File: src/rtl/ssqa_pkg.sv
// Shared codes and widths for the sensor sample quality aggregator.
// No dependencies; used by the core and its checker.
`timescale 1ns / 1ps
package ssqa_pkg;

    localparam int DATA_W   = 32;
    localparam int JUMP_W   = 31;
    localparam int MCAP_W   = 7;
    localparam int PCAP_W   = 5;
    localparam int KIND_W   = 2;
    localparam int QUAL_W   = 2;
    localparam int CFG_AW   = 3;
    localparam int TDATA_W  = 40;

    // validity ratio: ok * 1000 >= fill * 666
    localparam int VALID_NUM = 1000;
    localparam int VALID_DEN = 666;

    localparam logic [KIND_W-1:0] REQ_SAMPLE = 2'd0;
    localparam logic [KIND_W-1:0] REQ_CLOSE  = 2'd1;
    localparam logic [KIND_W-1:0] REQ_REPORT = 2'd2;

    localparam logic [QUAL_W-1:0] Q_OK       = 2'd0;
    localparam logic [QUAL_W-1:0] Q_LIMITS   = 2'd1;
    localparam logic [QUAL_W-1:0] Q_JUMP     = 2'd2;
    localparam logic [QUAL_W-1:0] Q_NOTVALID = 2'd3;

    localparam logic [CFG_AW-1:0] CFG_MIN_LIMIT   = 3'd0;
    localparam logic [CFG_AW-1:0] CFG_MAX_LIMIT   = 3'd1;
    localparam logic [CFG_AW-1:0] CFG_MINUTE_JUMP = 3'd2;
    localparam logic [CFG_AW-1:0] CFG_PERIOD_JUMP = 3'd3;
    localparam logic [CFG_AW-1:0] CFG_MINUTE_CAP  = 3'd4;
    localparam logic [CFG_AW-1:0] CFG_PERIOD_CAP  = 3'd5;

endpackage

File: src/rtl/sensor_sample_quality_aggregator_core.sv
// Sensor sample quality aggregator: two-level quality control of Q16.16 readings.
// Depends on ssqa_pkg. One item is worked on at a time. A sample item drops the oldest
// entries of a full minute store, then pushes itself there. A close-minute item divides
// the minute sum, clears the minute store, drops entries from a full period store and
// pushes the average there. A report item divides the period sum and clears the period
// store. SW is the width of the wider running sum. The average comes from a bit-serial
// restoring divider that settles one quotient bit a cycle. The next item is taken as
// soon as the result is in the output register, even while that result still waits.
// A waiting result holds the following result back until the register is free.
// Minute and period stores are circular buffers; entries are read only after being
// written, so they need no clearing after reset. The newest OK value of each level is
// kept in a register and is valid whenever that level's OK count is non-zero.
`timescale 1ns / 1ps
module sensor_sample_quality_aggregator_core
    import ssqa_pkg::*;
#(
    parameter int MINUTE_SLOTS = 64,
    parameter int PERIOD_SLOTS = 16
) (
    input  logic                 i_clk,
    input  logic                 i_rst_n,
    // configuration write port
    input  logic                 i_cfg_we,
    input  logic [CFG_AW-1:0]    i_cfg_addr,
    input  logic [DATA_W-1:0]    i_cfg_data,
    // input items
    input  logic                 s_axis_tvalid,
    output logic                 s_axis_tready,
    input  logic [TDATA_W-1:0]   s_axis_tdata,  // [31:0] sample_value, [32] sample_missing
    input  logic [KIND_W-1:0]    s_axis_tuser,  // [1:0] req_type
    // result items
    output logic                 m_axis_tvalid,
    input  logic                 m_axis_tready,
    output logic [TDATA_W-1:0]   m_axis_tdata,  // [1:0] quality, [33:2] average
    output logic [KIND_W-1:0]    m_axis_tuser   // [1:0] result_kind
);

    localparam int MAW = (MINUTE_SLOTS > 1) ? $clog2(MINUTE_SLOTS) : 1;
    localparam int PAW = (PERIOD_SLOTS > 1) ? $clog2(PERIOD_SLOTS) : 1;
    localparam int MFW = $clog2(MINUTE_SLOTS + 1);
    localparam int PFW = $clog2(PERIOD_SLOTS + 1);
    localparam int FW  = (MFW > PFW) ? MFW : PFW;
    localparam int MSW = DATA_W + MAW;
    localparam int PSW = DATA_W + PAW;
    localparam int SW  = (MSW > PSW) ? MSW : PSW;
    localparam int DCW = $clog2(SW + 1);
    localparam int MCW = (MFW > MCAP_W) ? MFW : MCAP_W;
    localparam int PCW = (PFW > PCAP_W) ? PFW : PCAP_W;
    localparam int VW  = FW + 10;

    typedef enum logic [3:0] {
        S_IDLE, S_DIV, S_CLOSE, S_REPORT, S_DROP_RD, S_DROP, S_PUSH, S_DONE, S_SKIP
    } t_state;

    t_state r_state;

    // configuration
    logic signed [DATA_W-1:0] r_min_limit, r_max_limit;
    logic [JUMP_W-1:0]        r_mjump, r_pjump;
    logic [MCAP_W-1:0]        r_mcap;
    logic [PCAP_W-1:0]        r_pcap;

    // minute level
    logic [DATA_W:0]          r_mmem [MINUTE_SLOTS];  // {ok, value}
    logic [DATA_W:0]          r_mrd;
    logic [MAW-1:0]           r_mhead, r_mtail;
    logic [MFW-1:0]           r_mfill, r_mokc;
    logic signed [MSW-1:0]    r_msum;
    logic signed [DATA_W-1:0] r_mlast;

    // period level
    logic [DATA_W:0]          r_pmem [PERIOD_SLOTS];
    logic [DATA_W:0]          r_prd;
    logic [PAW-1:0]           r_phead, r_ptail;
    logic [PFW-1:0]           r_pfill, r_pokc;
    logic signed [PSW-1:0]    r_psum;
    logic signed [DATA_W-1:0] r_plast;

    // item in flight
    logic [KIND_W-1:0]        r_kind;
    logic [QUAL_W-1:0]        r_q;
    logic signed [DATA_W-1:0] r_v;
    logic                     r_lvl;  // 0 minute, 1 period

    // bit-serial divider
    logic [SW-1:0]            r_dq;
    logic [FW-1:0]            r_drem, r_ddiv;
    logic [DCW-1:0]           r_dcnt;
    logic                     r_dsign;

    // output register
    logic                     r_out_valid;
    logic [KIND_W-1:0]        r_out_kind;
    logic [QUAL_W-1:0]        r_out_q;
    logic signed [DATA_W-1:0] r_out_avg;

    function automatic logic jump_ok(input logic signed [DATA_W-1:0] a,
                                     input logic signed [DATA_W-1:0] b,
                                     input logic [JUMP_W-1:0] lim);
        logic signed [DATA_W:0] d;
        logic [DATA_W:0]        m;
        d = (DATA_W+1)'(a) - (DATA_W+1)'(b);
        m = d[DATA_W] ? (DATA_W+1)'(-d) : (DATA_W+1)'(d);
        return m <= {2'b00, lim};
    endfunction

    function automatic logic store_valid(input logic [FW-1:0] fill, input logic [FW-1:0] okc);
        logic [VW-1:0] a, b;
        a = VW'(okc) * VW'(VALID_NUM);
        b = VW'(fill) * VW'(VALID_DEN);
        return (fill != '0) && (a >= b);
    endfunction

    // input decode and sample quality
    logic [KIND_W-1:0]        w_in_kind;
    logic                     w_missing;
    logic signed [DATA_W-1:0] w_sv;
    logic [QUAL_W-1:0]        w_sample_q;

    assign w_in_kind = s_axis_tuser;
    assign w_missing = s_axis_tdata[DATA_W];
    assign w_sv      = w_missing ? '0 : $signed(s_axis_tdata[DATA_W-1:0]);

    always_comb begin
        if (w_missing || (w_sv < r_min_limit) || (w_sv > r_max_limit)) begin
            w_sample_q = Q_LIMITS;
        end else if ((r_mokc != '0) && !jump_ok(r_mlast, w_sv, r_mjump)) begin
            w_sample_q = Q_JUMP;
        end else begin
            w_sample_q = Q_OK;
        end
    end

    // effective capacities: 0 acts as 1, above slot count acts as slot count
    logic [MCW-1:0] w_mcap_x;
    logic [PCW-1:0] w_pcap_x;
    logic [FW-1:0]  w_mcap, w_pcap, w_cur_cap, w_cur_fill;

    assign w_mcap_x = MCW'(r_mcap);
    assign w_pcap_x = PCW'(r_pcap);
    assign w_mcap = (w_mcap_x == '0) ? FW'(1) :
                    (w_mcap_x > MCW'(MINUTE_SLOTS)) ? FW'(MINUTE_SLOTS) : FW'(w_mcap_x);
    assign w_pcap = (w_pcap_x == '0) ? FW'(1) :
                    (w_pcap_x > PCW'(PERIOD_SLOTS)) ? FW'(PERIOD_SLOTS) : FW'(w_pcap_x);
    assign w_cur_cap  = r_lvl ? w_pcap : w_mcap;
    assign w_cur_fill = r_lvl ? FW'(r_pfill) : FW'(r_mfill);

    // divider operands and step
    logic signed [SW-1:0]     w_div_src;
    logic [SW-1:0]            w_div_abs;
    logic [FW-1:0]            w_div_cnt;
    logic [FW:0]              w_shift;
    logic                     w_qbit;
    logic [DATA_W-1:0]        w_qlo;
    logic signed [DATA_W-1:0] w_div_avg;
    logic                     w_close_jump_ok;

    assign w_div_src = (w_in_kind == REQ_CLOSE) ? SW'(r_msum) : SW'(r_psum);
    assign w_div_abs = w_div_src[SW-1] ? SW'(-w_div_src) : SW'(w_div_src);
    assign w_div_cnt = (w_in_kind == REQ_CLOSE) ? FW'(r_mokc) : FW'(r_pokc);
    assign w_shift   = {r_drem, r_dq[SW-1]};
    assign w_qbit    = (w_shift >= {1'b0, r_ddiv});
    assign w_qlo     = r_dq[DATA_W-1:0];
    assign w_div_avg = (r_ddiv == '0) ? '0 : (r_dsign ? $signed(-w_qlo) : $signed(w_qlo));
    assign w_close_jump_ok = (r_pokc == '0) || jump_ok(r_plast, w_div_avg, r_pjump);

    // store writes
    logic w_mwe, w_pwe;
    assign w_mwe = (r_state == S_PUSH) && !r_lvl;
    assign w_pwe = (r_state == S_PUSH) && r_lvl;

    always_ff @(posedge i_clk) begin
        if (w_mwe) begin
            r_mmem[r_mtail] <= {(r_q == Q_OK), r_v};
        end
        r_mrd <= r_mmem[r_mhead];
    end

    always_ff @(posedge i_clk) begin
        if (w_pwe) begin
            r_pmem[r_ptail] <= {(r_q == Q_OK), r_v};
        end
        r_prd <= r_pmem[r_phead];
    end

    always_ff @(posedge i_clk) begin
        if (!i_rst_n) begin
            r_state     <= S_IDLE;
            r_out_valid <= 1'b0;
            r_min_limit <= {1'b1, {(DATA_W-1){1'b0}}};
            r_max_limit <= {1'b0, {(DATA_W-1){1'b1}}};
            r_mjump     <= '1;
            r_pjump     <= '1;
            r_mcap      <= MCAP_W'(64);
            r_pcap      <= PCAP_W'(16);
            r_mhead     <= '0;
            r_mtail     <= '0;
            r_mfill     <= '0;
            r_mokc      <= '0;
            r_msum      <= '0;
            r_phead     <= '0;
            r_ptail     <= '0;
            r_pfill     <= '0;
            r_pokc      <= '0;
            r_psum      <= '0;
            r_lvl       <= 1'b0;
        end else begin
            if (i_cfg_we) begin
                case (i_cfg_addr)
                    CFG_MIN_LIMIT:   r_min_limit <= $signed(i_cfg_data);
                    CFG_MAX_LIMIT:   r_max_limit <= $signed(i_cfg_data);
                    CFG_MINUTE_JUMP: r_mjump     <= i_cfg_data[JUMP_W-1:0];
                    CFG_PERIOD_JUMP: r_pjump     <= i_cfg_data[JUMP_W-1:0];
                    CFG_MINUTE_CAP:  r_mcap      <= i_cfg_data[MCAP_W-1:0];
                    CFG_PERIOD_CAP:  r_pcap      <= i_cfg_data[PCAP_W-1:0];
                    default: ;
                endcase
            end

            // drop the result once taken; in S_DONE the load below decides
            if (r_out_valid && m_axis_tready && (r_state != S_DONE)) begin
                r_out_valid <= 1'b0;
            end

            case (r_state)
                S_IDLE: begin
                    if (s_axis_tvalid) begin
                        r_kind <= w_in_kind;
                        case (w_in_kind)
                            REQ_SAMPLE: begin
                                r_v     <= w_sv;
                                r_q     <= w_sample_q;
                                r_lvl   <= 1'b0;
                                r_state <= S_DROP_RD;
                            end
                            REQ_CLOSE, REQ_REPORT: begin
                                r_dq    <= w_div_abs;
                                r_dsign <= w_div_src[SW-1];
                                r_ddiv  <= w_div_cnt;
                                r_drem  <= '0;
                                r_dcnt  <= DCW'(SW);
                                r_state <= S_DIV;
                            end
                            default: r_state <= S_SKIP;
                        endcase
                    end
                end
                S_DIV: begin
                    // one quotient bit a cycle
                    r_drem <= w_qbit ? FW'(w_shift - {1'b0, r_ddiv}) : FW'(w_shift);
                    r_dq   <= {r_dq[SW-2:0], w_qbit};
                    r_dcnt <= r_dcnt - DCW'(1);
                    if (r_dcnt == DCW'(1)) begin
                        r_state <= (r_kind == REQ_CLOSE) ? S_CLOSE : S_REPORT;
                    end
                end
                S_CLOSE: begin
                    r_v <= w_div_avg;
                    if (!store_valid(FW'(r_mfill), FW'(r_mokc))) begin
                        r_q <= Q_NOTVALID;
                    end else begin
                        r_q <= w_close_jump_ok ? Q_OK : Q_JUMP;
                    end
                    r_mfill <= '0;
                    r_mokc  <= '0;
                    r_msum  <= '0;
                    r_mhead <= '0;
                    r_mtail <= '0;
                    r_lvl   <= 1'b1;
                    r_state <= S_DROP_RD;
                end
                S_REPORT: begin
                    r_v     <= w_div_avg;
                    r_q     <= store_valid(FW'(r_pfill), FW'(r_pokc)) ? Q_OK : Q_NOTVALID;
                    r_pfill <= '0;
                    r_pokc  <= '0;
                    r_psum  <= '0;
                    r_phead <= '0;
                    r_ptail <= '0;
                    r_state <= S_DONE;
                end
                S_DROP_RD: begin
                    // head entry is read this cycle
                    r_state <= (w_cur_fill >= w_cur_cap) ? S_DROP : S_PUSH;
                end
                S_DROP: begin
                    // drop the oldest entry
                    if (r_lvl) begin
                        if (r_prd[DATA_W]) begin
                            r_pokc <= r_pokc - PFW'(1);
                            r_psum <= r_psum - PSW'($signed(r_prd[DATA_W-1:0]));
                        end
                        r_phead <= (r_phead == PAW'(PERIOD_SLOTS-1)) ? '0 : r_phead + PAW'(1);
                        r_pfill <= r_pfill - PFW'(1);
                    end else begin
                        if (r_mrd[DATA_W]) begin
                            r_mokc <= r_mokc - MFW'(1);
                            r_msum <= r_msum - MSW'($signed(r_mrd[DATA_W-1:0]));
                        end
                        r_mhead <= (r_mhead == MAW'(MINUTE_SLOTS-1)) ? '0 : r_mhead + MAW'(1);
                        r_mfill <= r_mfill - MFW'(1);
                    end
                    r_state <= S_DROP_RD;
                end
                S_PUSH: begin
                    if (r_lvl) begin
                        r_ptail <= (r_ptail == PAW'(PERIOD_SLOTS-1)) ? '0 : r_ptail + PAW'(1);
                        r_pfill <= r_pfill + PFW'(1);
                        if (r_q == Q_OK) begin
                            r_pokc  <= r_pokc + PFW'(1);
                            r_psum  <= r_psum + PSW'(r_v);
                            r_plast <= r_v;
                        end
                    end else begin
                        r_mtail <= (r_mtail == MAW'(MINUTE_SLOTS-1)) ? '0 : r_mtail + MAW'(1);
                        r_mfill <= r_mfill + MFW'(1);
                        if (r_q == Q_OK) begin
                            r_mokc  <= r_mokc + MFW'(1);
                            r_msum  <= r_msum + MSW'(r_v);
                            r_mlast <= r_v;
                        end
                    end
                    r_state <= S_DONE;
                end
                S_DONE: begin
                    // hold until the output register is free
                    if (!r_out_valid || m_axis_tready) begin
                        r_out_valid <= 1'b1;
                        r_out_kind  <= r_kind;
                        r_out_q     <= r_q;
                        r_out_avg   <= (r_kind == REQ_SAMPLE) ? '0 : r_v;
                        r_state     <= S_IDLE;
                    end
                end
                S_SKIP:  r_state <= S_IDLE;
                default: r_state <= S_IDLE;
            endcase
        end
    end

    assign s_axis_tready = (r_state == S_IDLE);
    assign m_axis_tvalid = r_out_valid;
    assign m_axis_tuser  = r_out_kind;
    assign m_axis_tdata  = {(TDATA_W-DATA_W-QUAL_W)'(0), r_out_avg, r_out_q};

endmodule

File: config.mk
export PLATFORM = sky130hd
export DESIGN_NAME = sensor_sample_quality_aggregator_core
export DESIGN_NICKNAME = d
export VERILOG_FILES = /design/src/rtl/ssqa_pkg.sv /design/src/rtl/sensor_sample_quality_aggregator_core.sv
export SDC_FILE = /design/constraint.sdc
export NUM_CORES = 2
export LEC_CHECK = 0
export BUFFER_PORTS_ARGS = -buffer_cell sky130_fd_sc_hd__buf_2
export CAP_MARGIN = 30
export CORE_MARGIN = 3
export CORE_UTILIZATION = 45
export DETAILED_ROUTE_END_ITERATION = 6
export SYNTH_ARGS = -nofsm -noshare
export SYNTH_HDL_FRONTEND = slang
export SYNTH_SLANG_ARGS = --single-unit
File: constraint.sdc
create_clock -name i_clk -period 10.8 [get_ports i_clk]
set_input_delay 2.7 -clock i_clk [delete_from_list [all_inputs] [get_ports i_clk]]
set_output_delay 2.7 -clock i_clk [all_outputs]
set_load 0.1 [all_outputs]
==> summary.md <==
| Metric | Value |
|---|---|
| Status | complete, no violations |
| Pre-antenna DRT Iters | 6 |
| Crit path buf inv count | 3 |
| CP max FO | 4 |
| Total core area | 307000 sq um |
| Pwr Density | 177 nW/um^2 |
| DR DRC count | 0 |
| Synthesized area | 139000 sq um |
| Grt ovf | 0 |
| Clock Sinks | 3163 |
| Top layer in use | met5 |
| Critical path origin | s_axis_tdata[32] |
| Placed instance count | 12447 |
| Layout cells sized above 1 | 20.5% |
| Seq pwr share | 49.7% |
| TNS Setup | 0 ns |
| CTS tree | built |
| Syn Area/Cell | 16.5 sq um |
| Post-synth EDFFs | 2835 |
| Clock transition at path regs | 0.06 ns |
| #FFs+latches synth | 3163 |
| Crit Reg-Reg Startpoint | r_dq[3] |
| Ports | 126 |
| Hold Startpoint | r_min_limit[29] |
| Via-to-Cell Ratio | 5.94 |
| Setup crit end kind | register |
| Final Max Slew Viols | 0 |
| Critical Path RT | 11.40 ns |
| Place WS | 0.873 ns |
| Resized Gates After CTS | 0 |
| CTS Buffer Depth | 4 |
| Post-CTS Setup Bufs | 0 |
| Sw frac | 24.2% |
| Slew of the pin with the lowest slew margin | 1.07 ns |
| P_int | 21.1 mW |
| Max cap viols | 0 |
| Root Driver | clkbuf_16 |
| Global-route usage over all layers | 23.6% |
| RSZ-0062 raised after global routing | false |
| Critical path's slowest cell | a2111oi_0 |
| Leakage | 52.4 nW |
| Max_slew headroom | 28.6% |
| Final Critical Period | 9.22 ns |
| Clock Latency Late Sink | 0.94 ns |
| Comb power frac | 9.8% |
| GP Congestion | 0.919 |
| Yosys cell types | 91 |
| First-pass GRT wire length | 544000 microns |
| Antenna violations before repair | 33 |
| Top_reg_cell synth | edfxtp_1 |
| Layout Cell Area excl Fill | 157000 sq um |
| Worst setup margin | 1.58 ns |
| Vias | 77686 |
| Area Growth Syn to Fin | 12.9% |
| Power, Total | 27.8 mW |
| Placed Area | 146000 sq um |
| Final core utilization | 51.2% |
| H-tree depth | 5 |
| Max VDD drop | 0.137 mV |
| Met1 wire length | 158000 microns |
| Row count | 203 |
| Chip height | 562 microns |
| Antenna viol nets, final | 0 |
| Fin crit share | 85.4% |
| Initial core utilization | 45.3% |
| Max frequency | 0.108 GHz |
| Die W | 562 microns |
| Nets | 9300 |
| Met2 WL post-DR | 181000 microns |
| Initial detailed-routing violation count | 8579 |
| Hold Fails Final Rpt | 0 |
| Kind of critical path | input port to register |
| Syn. warnings | 0 |
| Post-synthesis sequential area ratio | 66.0% |
| Critical Path AT | 9.82 ns |
| Worst Skew | 0.0668 ns |
| CP delay by family, top | compound AO/OA/AOI/OAI gates |
| Drt total wl | 377000 microns |
| Pin count of the biggest net entering global routing | 109 |
| HPWL Detailed | 219000 microns |
| Switching power | 6.72 mW |
| Critical Path Source Type | input port |
| Vias in the first global route | 77619 |
| Cells after synthesis | 8404 |
| Async set or reset register ratio after synthesis | 0% |
| Setup Viol. Count Final | 0 |
| Number of port buffers | 112 |
| Clock power frac | 40.4% |
| Worst hold path type | register to register |
| Max incr delay on CP | 0.51 ns |
| Wirelength per Cell | 28.8 microns |
| CTS buffer count | 329 |
| WHS | 0.452 ns |
| CTS Hold Buffers Added | 0 |
| Full die area | 316000 sq um |
| Final std cells w/o fill | 13081 |
| Routed wire length on met3 | 25000 microns |
## final cells by class
cell class                 count  area (sq um)
inverter                     351          1320
tap                         4100          5130
clock buffer                 422          8840
timing repair buffer         343          2910
clock inverter               177          1800
sequential                  3163         91700
multi-input combinational   4518         45200
fill                       24920        150000
antenna                        7          17.5
## state kept, by name, summed over array words and instances (netlist names), 7 cells and up
signal       count
r_plast         32
r_ddiv           7
r_max_limit     32
r_psum          36
r_mmem        2112
r_prd           33
r_msum          38
r_mokc           7
r_mrd           33
r_mfill          7
r_mcap           7
r_drem           7
r_pmem         528
r_out_avg       32
r_mjump         31
r_pjump         31
r_v             32
r_mlast         32
r_min_limit     32
r_dq            38
## final timing paths
check,end,slack (ns),depth (start not counted)
hold / removal,r_min_limit[29],0.45,2
setup / recovery,r_q[1],1.58,30
setup reg to reg,r_q[1],2.26,33
hold reg to reg,r_min_limit[29],0.45,2
## worst reg2reg max path, delay by kind of cell, from the launching register on
family	cells	cell delay, ns
adders and majority gates	2	0.69
AOI/OAI and AO/OA	18	3.58
xor gates and xnor gates	2	0.37
and+or+nand+nor	11	3.13
DFF	1	0.46
## cells by family (layout without fill, tap and decap cells)
group	after synthesis	count (layout)	synth area share [%]
xor+xnor	346	346	2.18
other cells	1	13	0.00270
mux	935	935	14.3
flops	3163	3163	66.0
compound gates	1196	1196	5.46
buf+inv	728	1293	1.98
fa+ha+maj	512	512	4.87
simple gates	1523	1523	5.22
## metal layers
metal,track usage (%),vias up
li1,-,33690
met1,33.3,40715
met2,38.2,2691
met3,2.93,570
met4,7.75,20
met5,0,-
## cells in the mapped netlist (11+ instances only)
cell type,instances,share of area [%]
a211oi_1,18,0.097
a21o_1,126,0.68
a21oi_1,317,1.1
a22oi_1,51,0.28
a31oi_1,30,0.14
a41oi_1,11,0.069
and2_1,36,0.16
and3_1,27,0.12
buf_1,74,0.20
clkbuf_1,296,0.80
dfxtp_1,328,4.7
edfxtp_1,2835,61
fa_1,48,0.69
ha_1,464,4.2
inv_1,351,0.95
mux2_2,22,0.18
mux2i_1,74,0.53
mux4_2,839,14
nand2_1,528,1.4
nand2b_1,82,0.37
nand3_1,76,0.27
nand3b_1,14,0.076
nand4_1,43,0.19
nor2_1,378,1.0
nor2b_1,84,0.38
nor3_1,96,0.35
nor3b_1,13,0.070
nor4_1,34,0.15
o211ai_1,109,0.59
o21a_1,44,0.24
o21ai_0,307,1.1
o21bai_1,31,0.17
o31ai_1,29,0.16
or2_2,24,0.11
or3_1,31,0.14
or4_1,16,0.086
xnor2_1,220,1.4
xor2_1,126,0.79
## cell usage in the layout, fill, tap and decap left out, types with 220 or more instances in the layout
| cell type | n |
|---|---|
| inv_1 | 349 |
| nand2_1 | 528 |
| nor2_1 | 309 |
| edfxtp_1 | 2835 |
| mux4_2 | 839 |
| clkbuf_16 | 335 |
| dfxtp_1 | 317 |
| ha_1 | 463 |
| o21ai_0 | 307 |
| a21oi_1 | 316 |
| xnor2_1 | 220 |
## power groups by stage
stage                     registers, mW  clock network [mW]  logic (mW)
after global routing               13.8                11.9        2.99
after CTS                          13.8                11.5        2.65
after floorplan                    14.2                   0        1.56
final                              13.8                11.2        2.72
after detailed placement           14.1                   0        2.64
after global placement             14.1                   0        2.55
(Power assumes the default switching activity.)
